===== config.mk =====
export PLATFORM = sky130hd
export DESIGN_NAME = cyclic_bond_marker_flat
export DESIGN_NICKNAME = d
export VERILOG_FILES = /design/src/hw/rtl/cbm_pkg.sv /design/src/hw/rtl/cbm_if.sv /design/src/hw/rtl/cbm_ctrl.sv /design/src/hw/rtl/cbm_dpath.sv /design/src/hw/rtl/cyclic_bond_marker.sv /design/src/flat_wrapper.sv
export SDC_FILE = /design/constraint.sdc
export NUM_CORES = 2
export LEC_CHECK = 0
export ABC_AREA = 0
export BUFFER_PORTS_ARGS = -buffer_cell sky130_fd_sc_hd__buf_2
export CORE_MARGIN = 2
export CORE_UTILIZATION = 55
export CTS_BUF_LIST = sky130_fd_sc_hd__clkbuf_4 sky130_fd_sc_hd__clkbuf_8
export CTS_CLUSTER_SIZE = 10
export DETAILED_ROUTE_END_ITERATION = 7
export PLACE_DENSITY_LB_ADDON = 0.1
export SLEW_MARGIN = 20
export SYNTH_ARGS = -nofsm -noshare
export SYNTH_HDL_FRONTEND = slang
export SYNTH_SLANG_ARGS = --single-unit

===== constraint.sdc =====
create_clock -name i_clk -period 6.3 [get_ports i_clk]
set_input_delay 0.315 -clock i_clk [delete_from_list [all_inputs] [get_ports i_clk]]
set_output_delay 0.315 -clock i_clk [all_outputs]
set_load 0.01 [all_outputs]

===== src/hw/rtl/cbm_pkg.sv =====
// package: constants, types and command/status structs for the cyclic bond marker
package cbm_pkg;

    localparam int unsigned MaxAtoms = 64;
    localparam int unsigned MaxBonds = 128;

    localparam logic [1:0] MODE_LOAD      = 2'd0;
    localparam logic [1:0] MODE_READ_BOND = 2'd1;
    localparam logic [1:0] MODE_READ_ATOM = 2'd2;
    localparam logic [1:0] MODE_UNDEF     = 2'd3;

    localparam logic [1:0] STAT_LOADED = 2'd0;
    localparam logic [1:0] STAT_DONE   = 2'd1;
    localparam logic [1:0] STAT_READ   = 2'd2;

    typedef enum logic [3:0] {
        S_IDLE,
        S_CLEAR,
        S_BOND_RD,
        S_BOND_START,
        S_POP,
        S_POP_WAIT,
        S_SCAN_RD,
        S_SCAN_CHK,
        S_MARK,
        S_NEXT_BOND,
        S_RESP
    } t_state;

    // controller -> datapath
    typedef struct packed {
        logic load;
        logic read;
        logic clr_start;
        logic clr_step;
        logic bond_rd;
        logic bond_start;
        logic pop;
        logic scan_first;
        logic scan_rd;
        logic scan_chk;
        logic mark;
        logic next_bond;
        logic resp;
    } t_cmd;

    // datapath -> controller
    typedef struct packed {
        logic clr_last;
        logic stack_empty;
        logic scan_last;
        logic found;
        logic bond_last;
        logic last_flag;
    } t_status;

endpackage


===== src/hw/rtl/cbm_if.sv =====
// valid/ready channel interface carrying one word of payload
interface cbm_if #(
    parameter int unsigned W = 1
);
    logic         valid;
    logic         ready;
    logic [W-1:0] data;

    modport source (output valid, output data, input ready);
    modport sink   (input valid, input data, output ready);
endinterface


===== src/hw/rtl/cbm_ctrl.sv =====
// controller state machine sequencing load, read and the ring search
module cbm_ctrl
    import cbm_pkg::*;
(
    input  logic    i_clk,
    input  logic    i_rst_n,
    input  logic    i_in_valid,
    input  logic [1:0] i_mode,
    input  logic    i_out_ready,
    input  t_status i_stat,
    output logic    o_in_ready,
    output logic    o_out_valid,
    output t_cmd    o_cmd
);
    t_state r_state, n_state;

    always_ff @(posedge i_clk) begin
        if (!i_rst_n) r_state <= S_IDLE;
        else          r_state <= n_state;
    end

    logic w_acc;
    assign w_acc = i_in_valid && o_in_ready;

    always_comb begin
        n_state = r_state;
        case (r_state)
            S_IDLE: begin
                if (w_acc) begin
                    if (i_mode == MODE_LOAD && i_stat.last_flag) n_state = S_CLEAR;
                    else if (i_mode != MODE_UNDEF)               n_state = S_RESP;
                end
            end
            S_CLEAR:      if (i_stat.clr_last) n_state = S_BOND_RD;
            S_BOND_RD:    n_state = S_BOND_START;
            S_BOND_START: n_state = S_POP;
            S_POP:        n_state = i_stat.stack_empty ? S_NEXT_BOND : S_POP_WAIT;
            S_POP_WAIT:   n_state = S_SCAN_RD;
            S_SCAN_RD:    n_state = S_SCAN_CHK;
            S_SCAN_CHK: begin
                if (i_stat.found)          n_state = S_MARK;
                else if (i_stat.scan_last) n_state = S_POP;
                else                       n_state = S_SCAN_RD;
            end
            S_MARK:       n_state = S_NEXT_BOND;
            S_NEXT_BOND:  n_state = i_stat.bond_last ? S_RESP : S_BOND_RD;
            S_RESP:       if (i_out_ready) n_state = S_IDLE;
            default:      n_state = S_IDLE;
        endcase
    end

    always_comb begin
        o_cmd       = '0;
        o_in_ready  = 1'b0;
        o_out_valid = 1'b0;
        case (r_state)
            S_IDLE: begin
                o_in_ready   = 1'b1;
                o_cmd.load   = w_acc && (i_mode == MODE_LOAD);
                o_cmd.read   = w_acc;
                o_cmd.clr_start = w_acc && (i_mode == MODE_LOAD) && i_stat.last_flag;
            end
            S_CLEAR:      o_cmd.clr_step   = 1'b1;
            S_BOND_RD:    o_cmd.bond_rd    = 1'b1;
            S_BOND_START: o_cmd.bond_start = 1'b1;
            S_POP:        o_cmd.pop        = 1'b1;
            S_POP_WAIT:   o_cmd.scan_first = 1'b1;
            S_SCAN_RD:    o_cmd.scan_rd    = 1'b1;
            S_SCAN_CHK:   o_cmd.scan_chk   = 1'b1;
            S_MARK:       o_cmd.mark       = 1'b1;
            S_NEXT_BOND:  o_cmd.next_bond  = 1'b1;
            S_RESP: begin
                o_out_valid = 1'b1;
                o_cmd.resp  = i_out_ready;
            end
            default: ;
        endcase
    end
endmodule


===== src/hw/rtl/cbm_dpath.sv =====
// datapath: bond store, search stack, marks and ring flags
module cbm_dpath
    import cbm_pkg::*;
#(
    parameter int unsigned MAX_ATOMS = MaxAtoms,
    parameter int unsigned MAX_BONDS = MaxBonds
)(
    input  logic       i_clk,
    input  logic       i_rst_n,
    input  t_cmd       i_cmd,
    input  logic [1:0] i_mode,
    input  logic [6:0] i_item_index,
    input  logic [5:0] i_first_atom,
    input  logic [5:0] i_second_atom,
    input  logic       i_last_bond,
    output t_status    o_stat,
    output logic [1:0] o_status,
    output logic [6:0] o_reported_index,
    output logic       o_cyclic_flag
);
    localparam int unsigned AW = (MAX_ATOMS > 1) ? $clog2(MAX_ATOMS) : 1;
    localparam int unsigned BW = (MAX_BONDS > 1) ? $clog2(MAX_BONDS) : 1;
    localparam int unsigned CLRN = (MAX_ATOMS > MAX_BONDS) ? MAX_ATOMS : MAX_BONDS;
    localparam int unsigned CW = (CLRN > 1) ? $clog2(CLRN) : 1;

    // bond memory, one write port, one registered read port
    logic [2*AW-1:0] r_bond_mem [MAX_BONDS];
    logic [2*AW-1:0] r_rd;
    logic [BW-1:0]   w_rd_addr;

    logic [BW:0]   r_total;
    logic [BW-1:0] r_bond, r_scan;
    logic [AW-1:0] r_a1, r_a2, r_cur;
    logic [MAX_ATOMS-1:0] r_visited, r_atom_ring;
    logic [MAX_BONDS-1:0] r_used, r_bond_ring;
    logic [AW-1:0] r_stack [MAX_ATOMS];
    logic [AW:0]   r_top;
    logic [CW-1:0] r_clr;
    logic [1:0]    r_status;
    logic [6:0]    r_index;
    logic          r_flag;

    logic [AW-1:0] w_fa, w_sa, w_e1, w_e2, w_other;
    logic [BW-1:0] w_slot;
    logic          w_hit;

    assign w_fa   = AW'(i_first_atom % MAX_ATOMS);
    assign w_sa   = AW'(i_second_atom % MAX_ATOMS);
    assign w_slot = BW'(i_item_index % MAX_BONDS);
    assign w_e1   = r_rd[2*AW-1:AW];
    assign w_e2   = r_rd[AW-1:0];
    assign w_rd_addr = i_cmd.bond_rd ? r_bond : r_scan;

    always_ff @(posedge i_clk) begin
        if (i_cmd.load) r_bond_mem[w_slot] <= {w_fa, w_sa};
        r_rd <= r_bond_mem[w_rd_addr];
    end

    always_comb begin
        w_hit   = 1'b0;
        w_other = w_e2;
        if (!r_used[r_scan]) begin
            if (w_e1 == r_cur)      begin w_hit = 1'b1; w_other = w_e2; end
            else if (w_e2 == r_cur) begin w_hit = 1'b1; w_other = w_e1; end
        end
    end

    always_ff @(posedge i_clk) begin
        if (!i_rst_n) begin
            r_total     <= '0;
            r_visited   <= '0;
            r_used      <= '0;
            r_top       <= '0;
            r_bond_ring <= '0;
            r_atom_ring <= '0;
            r_clr       <= '0;
            r_bond      <= '0;
            r_scan      <= '0;
        end else begin
            if (i_cmd.load) r_total <= (BW+1)'(w_slot) + 1'b1;
            if (i_cmd.clr_start) begin
                r_clr  <= '0;
                r_bond <= '0;
            end
            // one bond flag slot and one atom flag slot cleared per cycle
            if (i_cmd.clr_step) begin
                if (32'(r_clr) < MAX_BONDS) r_bond_ring[r_clr[BW-1:0]] <= 1'b0;
                if (32'(r_clr) < MAX_ATOMS) r_atom_ring[r_clr[AW-1:0]] <= 1'b0;
                r_clr <= r_clr + 1'b1;
            end
            if (i_cmd.bond_start) begin
                r_a1 <= w_e1;
                r_a2 <= w_e2;
                r_visited <= MAX_ATOMS'(1) << w_e2;
                r_used <= MAX_BONDS'(1) << r_bond;
                r_stack[0] <= w_e2;
                r_top <= (AW+1)'(1);
            end
            if (i_cmd.pop && r_top != '0) begin
                r_cur <= r_stack[r_top[AW-1:0] - 1'b1];
                r_top <= r_top - 1'b1;
            end
            if (i_cmd.scan_first) r_scan <= '0;
            if (i_cmd.scan_chk) begin
                if (w_hit && w_other != r_a1 && !r_visited[w_other]) begin
                    r_visited[w_other] <= 1'b1;
                    r_used[r_scan] <= 1'b1;
                    if (32'(r_top) < MAX_ATOMS) begin
                        r_stack[r_top[AW-1:0]] <= w_other;
                        r_top <= r_top + 1'b1;
                    end
                end
                r_scan <= r_scan + 1'b1;
            end
            if (i_cmd.mark) begin
                r_bond_ring[r_bond] <= 1'b1;
                r_atom_ring <= r_atom_ring | (MAX_ATOMS'(1) << r_a1)
                                           | (MAX_ATOMS'(1) << r_a2);
            end
            if (i_cmd.next_bond) r_bond <= r_bond + 1'b1;
        end
    end

    // result word register
    always_ff @(posedge i_clk) begin
        if (i_cmd.read) begin
            r_index <= i_item_index;
            r_flag  <= 1'b0;
            case (i_mode)
                MODE_LOAD:      r_status <= i_last_bond ? STAT_DONE : STAT_LOADED;
                MODE_READ_BOND: begin
                    r_status <= STAT_READ;
                    r_flag   <= r_bond_ring[w_slot];
                end
                MODE_READ_ATOM: begin
                    r_status <= STAT_READ;
                    r_flag   <= r_atom_ring[AW'(i_item_index % MAX_ATOMS)];
                end
                default: r_status <= STAT_LOADED;
            endcase
        end
    end

    assign o_status         = r_status;
    assign o_reported_index = r_index;
    assign o_cyclic_flag    = r_flag;

    assign o_stat.clr_last    = (32'(r_clr) == CLRN - 1);
    assign o_stat.stack_empty = (r_top == '0);
    assign o_stat.scan_last   = ((BW+1)'(r_scan) + 1'b1 >= r_total);
    assign o_stat.found       = w_hit && (w_other == r_a1);
    assign o_stat.bond_last   = ((BW+1)'(r_bond) + 1'b1 >= r_total);
    assign o_stat.last_flag   = i_last_bond;
endmodule


===== src/hw/rtl/cyclic_bond_marker.sv =====
// top level: cyclic bond marker, controller plus datapath
// Bonds are loaded one word at a time into slots; a load word with last_bond set
// starts the ring search and its response (status done) comes only once every
// bond in slots 0..n-1 has been searched. Any other load or read word is answered
// in the cycle after acceptance. The search is one depth-first walk per bond over
// the bond memory's one read port: each popped atom scans the bonds in turn,
// reading and then checking each, until a ring closes or all n are scanned. A
// flag clearing pass over max(MAX_ATOMS, MAX_BONDS) slots comes first.
// One word is handled at a time; mode 3 words are taken and give no response.
module cyclic_bond_marker
    import cbm_pkg::*;
#(
    parameter int unsigned MAX_ATOMS = MaxAtoms,
    parameter int unsigned MAX_BONDS = MaxBonds
)(
    input  logic  i_clk,
    input  logic  i_rst_n,
    cbm_if.sink   i_in,
    cbm_if.source o_out
);
    t_cmd    w_cmd;
    t_status w_stat;

    // input word layout: mode, item_index, first_atom, second_atom, last_bond
    logic [1:0] w_mode;
    assign w_mode = i_in.data[21:20];

    cbm_ctrl u_ctrl (
        .i_clk       (i_clk),
        .i_rst_n     (i_rst_n),
        .i_in_valid  (i_in.valid),
        .i_mode      (w_mode),
        .i_out_ready (o_out.ready),
        .i_stat      (w_stat),
        .o_in_ready  (i_in.ready),
        .o_out_valid (o_out.valid),
        .o_cmd       (w_cmd)
    );

    // output word layout: status, reported_index, cyclic_flag
    cbm_dpath #(
        .MAX_ATOMS (MAX_ATOMS),
        .MAX_BONDS (MAX_BONDS)
    ) u_dpath (
        .i_clk            (i_clk),
        .i_rst_n          (i_rst_n),
        .i_cmd            (w_cmd),
        .i_mode           (w_mode),
        .i_item_index     (i_in.data[19:13]),
        .i_first_atom     (i_in.data[12:7]),
        .i_second_atom    (i_in.data[6:1]),
        .i_last_bond      (i_in.data[0]),
        .o_stat           (w_stat),
        .o_status         (o_out.data[9:8]),
        .o_reported_index (o_out.data[7:1]),
        .o_cyclic_flag    (o_out.data[0])
    );

    // no new word taken while a response waits
    a_no_accept_on_resp: assert property (@(posedge i_clk) disable iff (!i_rst_n)
        o_out.valid |-> !i_in.ready) else $error("input taken while response pending");

    // a response held stalled keeps its payload
    a_resp_hold: assert property (@(posedge i_clk) disable iff (!i_rst_n)
        o_out.valid && !o_out.ready |=> o_out.valid && $stable(o_out.data))
        else $error("response changed while stalled");

    // a plain read answers in the cycle after acceptance
    a_read_latency: assert property (@(posedge i_clk) disable iff (!i_rst_n)
        i_in.valid && i_in.ready && (w_mode == MODE_READ_BOND || w_mode == MODE_READ_ATOM)
        |=> o_out.valid) else $error("read response late");
endmodule


===== src/flat_wrapper.sv =====
// flat-port wrapper written by rule: the top's interface ports become plain ports
module cyclic_bond_marker_flat import cbm_pkg::*;
#(
    parameter int unsigned MAX_ATOMS = MaxAtoms,
    parameter int unsigned MAX_BONDS = MaxBonds
)
  (i_clk, i_rst_n, i_in_valid, i_in_data, i_in_ready, o_out_valid, o_out_data, o_out_ready);
  cbm_if #(.W((22))) i_in_i ();
  cbm_if #(.W((10))) o_out_i ();
  input  logic i_clk;
  input  logic i_rst_n;
  input wire logic [$bits(i_in_i.valid)-1:0] i_in_valid;
  input wire logic [$bits(i_in_i.data)-1:0] i_in_data;
  output wire logic [$bits(i_in_i.ready)-1:0] i_in_ready;
  output wire logic [$bits(o_out_i.valid)-1:0] o_out_valid;
  output wire logic [$bits(o_out_i.data)-1:0] o_out_data;
  input wire logic [$bits(o_out_i.ready)-1:0] o_out_ready;
  assign i_in_i.valid = i_in_valid;
  assign i_in_i.data = i_in_data;
  assign i_in_ready = i_in_i.ready;
  assign o_out_valid = o_out_i.valid;
  assign o_out_data = o_out_i.data;
  assign o_out_i.ready = o_out_ready;
  cyclic_bond_marker #(.MAX_ATOMS(MAX_ATOMS), .MAX_BONDS(MAX_BONDS)) u_core (.i_clk(i_clk), .i_rst_n(i_rst_n), .i_in(i_in_i), .o_out(o_out_i));
endmodule

==> impl.org <==
** Worst setup path
- Data on the critical path is required at its endpoint by 7.01 ns.
- STA classifies the critical path startpoint as a register.
- Worst r2r path cells :: 15
- The critical path in this run is classified as register to register.
- Endpoint kind of the worst setup timing path :: register
- Standard cell with the maximum stage delay on the critical path :: a31oi_1
- Worst r2r dst :: u_core.u_dpath.r_stack[18][5]$_DFFE_PP_
- The startpoint identified for the worst register-to-register timing path is u_core.u_dpath.r_scan[4]$_SDFFE_PN0P_.
- Cells along the critical path :: buf_4 > nor2_1 > o21ai_0 > a41oi_1 > or4_1 > buf_4 > nor4_1 > a31oi_1 > nor2_1 > a22o_1 > nor4_2 > nand3_2 > buf_4 > mux2_2 > buf_4
- The cell that appears most often on the critical path is buf_4.
- Maximum cell stage delay along the critical path :: 0.65 ns
- The number of buffers and inverters on the critical path is 4.
- Stages on worst setup path :: 15
- In this design, the largest share of critical-path delay is due to simple AND/OR/NAND/NOR gates.
- Internal reg-to-reg setup slack :: 0.27 ns
- Data arrives at the worst endpoint at 6.75 ns.
- Of all nets on the critical path, the largest fanout is 64.

** GRT
- Maximum number of pins on one net before global-route repair :: 205
- The first global-routing pass estimated 405,000 um of wire.
- Number of antenna violations at the first check in global routing :: 4
- In the global route stage, overall resource usage came out at 0.294.
- Aggregate global routing overflow :: 0
- The number of global-route vias before repair is 61,300.

** STA
- The total count of max-transition violations in the final report was 0.
- The smallest clock period supported by the final layout is computed as 6.03 ns.
- Aggregate negative setup slack :: 0 ns
- In this run the tightest slew margin relative to its limit is 0.184.
- After layout, the worst setup slack is 0.266 ns.
- Tightest Pin Transition :: 1.22 ns
- On the final layout, the worst hold slack is 0.232 ns.
- Final worst clock skew :: 0.0904 ns
- Setup repair after global routing missed its margin :: false
- Dividing the final minimum period by the clock period gives 0.958.
- Peak clock frequency supported by timing :: 166 MHz
- Final-report setup violation count :: 0
- Number of failing hold endpoints at the final stage :: 0

** Synthesis
- The synthesized netlist contains 84 unique library cells.
- Post-synth ARST share :: 0
- Synthesis handed over a netlist of 6,651 instances.
- After synthesis, the cell types taking the most area are edfxtp_1 (59%), mux4_2 (11%), dfxtp_1 (8.8%), a21oi_1 (2.3%), nand2_1 (1.9%).
- In this run, synthesis produced a sequential element count of 2,384.
- By count the netlist is led by edfxtp_1 (1,948), nand2_1 (500), mux4_2 (487), a21oi_1 (463), dfxtp_1 (436).
- The cell area that synthesis handed to floorplanning was 99,200 sq um.
- The share of the Yosys chip area taken by registers is 0.678.
- Yosys top cell area share :: 0.590
- Most common cell in the netlist :: edfxtp_1
- After synthesis, the mean cell area works out to 14.9 sq um.
- In the synthesized netlist the dominant register cell turns out to be edfxtp_1.
- edfxtp_1 takes more of the synthesized area than any other cell.
- Number of nets in the synthesized netlist :: 6,710
- Number of synthesized flops with an enable pin :: 1,948
- During synthesis, Yosys emitted a total of 0 warnings.

** Job
- Max capacitance violation total :: 0

** Clock network
- Number of clock sinks :: 2,384
- The clock passes through at most 4 buffers.
- TritonCTS built the clock tree.
- Clock-pin slew on the worst setup and hold paths :: 0.07 ns
- In this run, CTS created clock tree buffers numbering 393.
- The tree is rooted in a clkbuf_8.
- The clock reaches the later pin of the worst-skew pair after 1.09 ns.
- Number of H-tree branching levels :: 5

** Detailed routing
- Dividing the detail-routed wire length by the instance count gives 28.7 um.
- The count of nets left with antenna violations once routing finished came out at 0.
- Final wirelength :: 274,000 um
- Via density :: 6.55
- Before antenna repair, the detailed router went through 8 iterations.
- Summing over every cut layer, the via total after detailed routing is 62,500.
- Detailed router's first-iteration violation count :: 7,592
- For this run, design rule violations remaining after detail routing come to 11.

** Power and ir drop
- In this run the static leakage power is 35.4 nW.
- After layout, the design draws a total of 32.3 mW.
- VDD sags by at most 270 uV.
- For this design the ratio of total power to cell area is 290 nW/um^2.

** Finish
- Finished Core Util :: 0.622
- Final-stage net count :: 6,961
- Count of filler cells inserted in the layout :: 13,400
- Proportion of layout cells with a drive suffix above 1 :: 0.222
- Relative area change from synthesis to final layout :: 12.1%
- The count of cells in the finished layout, fillers not included, comes to 9,545.
- After routing the design area is 111,000 sq um.

** Placed design
- Once placement finished, the instance area stood at 103,000 sq um.
- The wire-length estimate of the detail-placed layout is 162,000 um.
- OpenSTA, run right after detailed placement, puts the worst setup slack at 0.119 ns.
- Number of cells after detailed placement :: 8,833
- Placer's final routability congestion estimate :: 0.931
- Input and output buffers added on the ports amount to 37.

** Die
- Row cnt :: 155
- The core region is 179,000 sq um.
- Vert. Die Dim :: 429 um
- For this configuration, the core starts out at a cell density of 0.555.
- Die area :: 184,000 sq um
- Die width :: 429 um
- Top Ports :: 38

** Outcome
- Status :: finished with violations
- Violated checks :: DRC

** Hold path
- Hold Path Class :: input pin to register
- Hold Path Stages :: 2
- The path with the worst hold slack has its endpoint at u_core.u_dpath.r_bond_mem[92][0]$_DFFE_PP_.
- Worst hold path startpoint :: i_in_data[1]
==> power breakdown <==
group          switching [mW]  internal (mW)  total (mW)
Sequential             0.0943           17.1        17.2
Clock                    6.03           7.11        13.1
Combinational            1.35          0.640        1.99
==> worst max-delay path by stage <==
stage	start	end	slack (ns)
3_5_place_dp	u_core.u_dpath.r_scan[0]$_SDFFE_PN0P_	u_core.u_dpath.r_stack[57][0]$_DFFE_PP_	0.12
3_3_place_gp	u_core.u_dpath.r_scan[0]$_SDFFE_PN0P_	u_core.u_dpath.r_stack[19][0]$_DFFE_PP_	0.34
5_1_grt	u_core.u_dpath.r_scan[0]$_SDFFE_PN0P_	u_core.u_dpath.r_stack[21][5]$_DFFE_PP_	0.06
4_1_cts	u_core.u_dpath.r_scan[0]$_SDFFE_PN0P_	u_core.u_dpath.r_stack[19][0]$_DFFE_PP_	0.09
6_report	u_core.u_dpath.r_scan[4]$_SDFFE_PN0P_	u_core.u_dpath.r_stack[18][5]$_DFFE_PP_	0.27
2_1_floorplan	u_core.u_dpath.r_scan[0]$_SDFFE_PN0P_	u_core.u_dpath.r_stack[0][3]$_DFFE_PP_	-0.11
==> area by class of cell <==
class	instances	area [sq um]	area share
flip-flops and latches	2384	67200	0.605
clock buffers	548	6700	0.0602
repair buffers	365	3130	0.0281
clock inverters	131	779	0.00701
inverters	39	154	0.00138
multi-input cells	3719	30200	0.272
well taps	2355	2950	0.0265
diodes	4	10.0	0.0000900
==> layer usage <==
layer  vias up  part of all wire  wire (um)  track usage
met4         0             0.033       8960        0.102
met2      3167              0.47     129000        0.457
met5         -                 0          0            0
met3       608             0.085      23400       0.0504
met1     31900              0.41     113000        0.423
li1      26800                 -          -            -
==> sequential cells by signal (all words and copies together) (netlist names) <==
signal                           cells
u_core.u_dpath.r_cur                 6
u_core.u_dpath.r_atom_ring          64
u_core.u_dpath.r_bond                7
u_core.u_ctrl.r_state                4
u_core.u_dpath.r_bond_mem         1536
u_core.u_dpath.r_top                 7
u_core.u_dpath.o_reported_index      7
u_core.u_dpath.r_stack             384
u_core.u_dpath.r_a1                  6
u_core.u_dpath.r_clr                 7
u_core.u_dpath.r_total               8
u_core.u_dpath.r_rd                 12
u_core.u_dpath.r_scan                7
u_core.u_dpath.r_used              128
u_core.u_dpath.r_bond_ring         128
u_core.u_dpath.r_a2                  6
u_core.u_dpath.o_cyclic_flag         1
u_core.u_dpath.o_status              2
u_core.u_dpath.r_visited            64
==> logic make-up after synthesis <==
| logic type | synth area share |
|---|---|
| DFF | 0.678 |
| and+or+nand+nor | 0.0747 |
| AOI/OAI and AO/OA | 0.0943 |
| muxes | 0.123 |
| buffers and inverters | 0.0221 |
| xor gates and xnor gates | 0.00353 |
| adders and majority gates | 0.00416 |
==> cells in the final DEF, fill, tap and decap left out, drive strengths merged, types with 13 or more instances in the layout <==
master / synthesis / routed
edfxtp: 1948 / 1948
clkbuf: 398 / 548
nand2: 502 / 502
mux4: 487 / 487
a21oi: 464 / 464
dfxtp: 436 / 436
nor2: 401 / 401
buf: 111 / 340
a22oi: 239 / 239
o21ai: 205 / 205
a211oi: 184 / 184
nand3: 159 / 159
o22ai: 121 / 121
clkinv: 1 / 116
mux2i: 113 / 113
and2: 107 / 107
nor3: 86 / 86
nor2b: 60 / 60
a31oi: 59 / 59
nand2b: 58 / 58
a311oi: 48 / 48
inv: 38 / 40
nand4: 38 / 38
or3: 37 / 37
ha: 33 / 33
or4: 31 / 31
a22o: 29 / 29
nor4: 26 / 26
dlygate4sd3: 0 / 25
or2: 24 / 24
xnor2: 23 / 23
o21a: 19 / 19
a221oi: 18 / 18
xor2: 17 / 17
a21o: 14 / 14
o32ai: 13 / 13
==> repair_timing <==
action,in CTS,in global routing
hold buffers,25,0
resized for setup,0,2
hold endpoints to repair,696,0
buffers inserted,0,1
endpoints found under the setup margin,0,192
==> worst register-to-register path, delay by kind of cell, from the launching register on <==
kind                   cells  cell delay (ns)
and+or+nand+nor            6             1.87
AOI/OAI and AO/OA          4             1.78
buffers and inverters      4             1.31
DFF                        1             0.43
muxes                      1             0.28
Power figures use the tool's default switching activity.
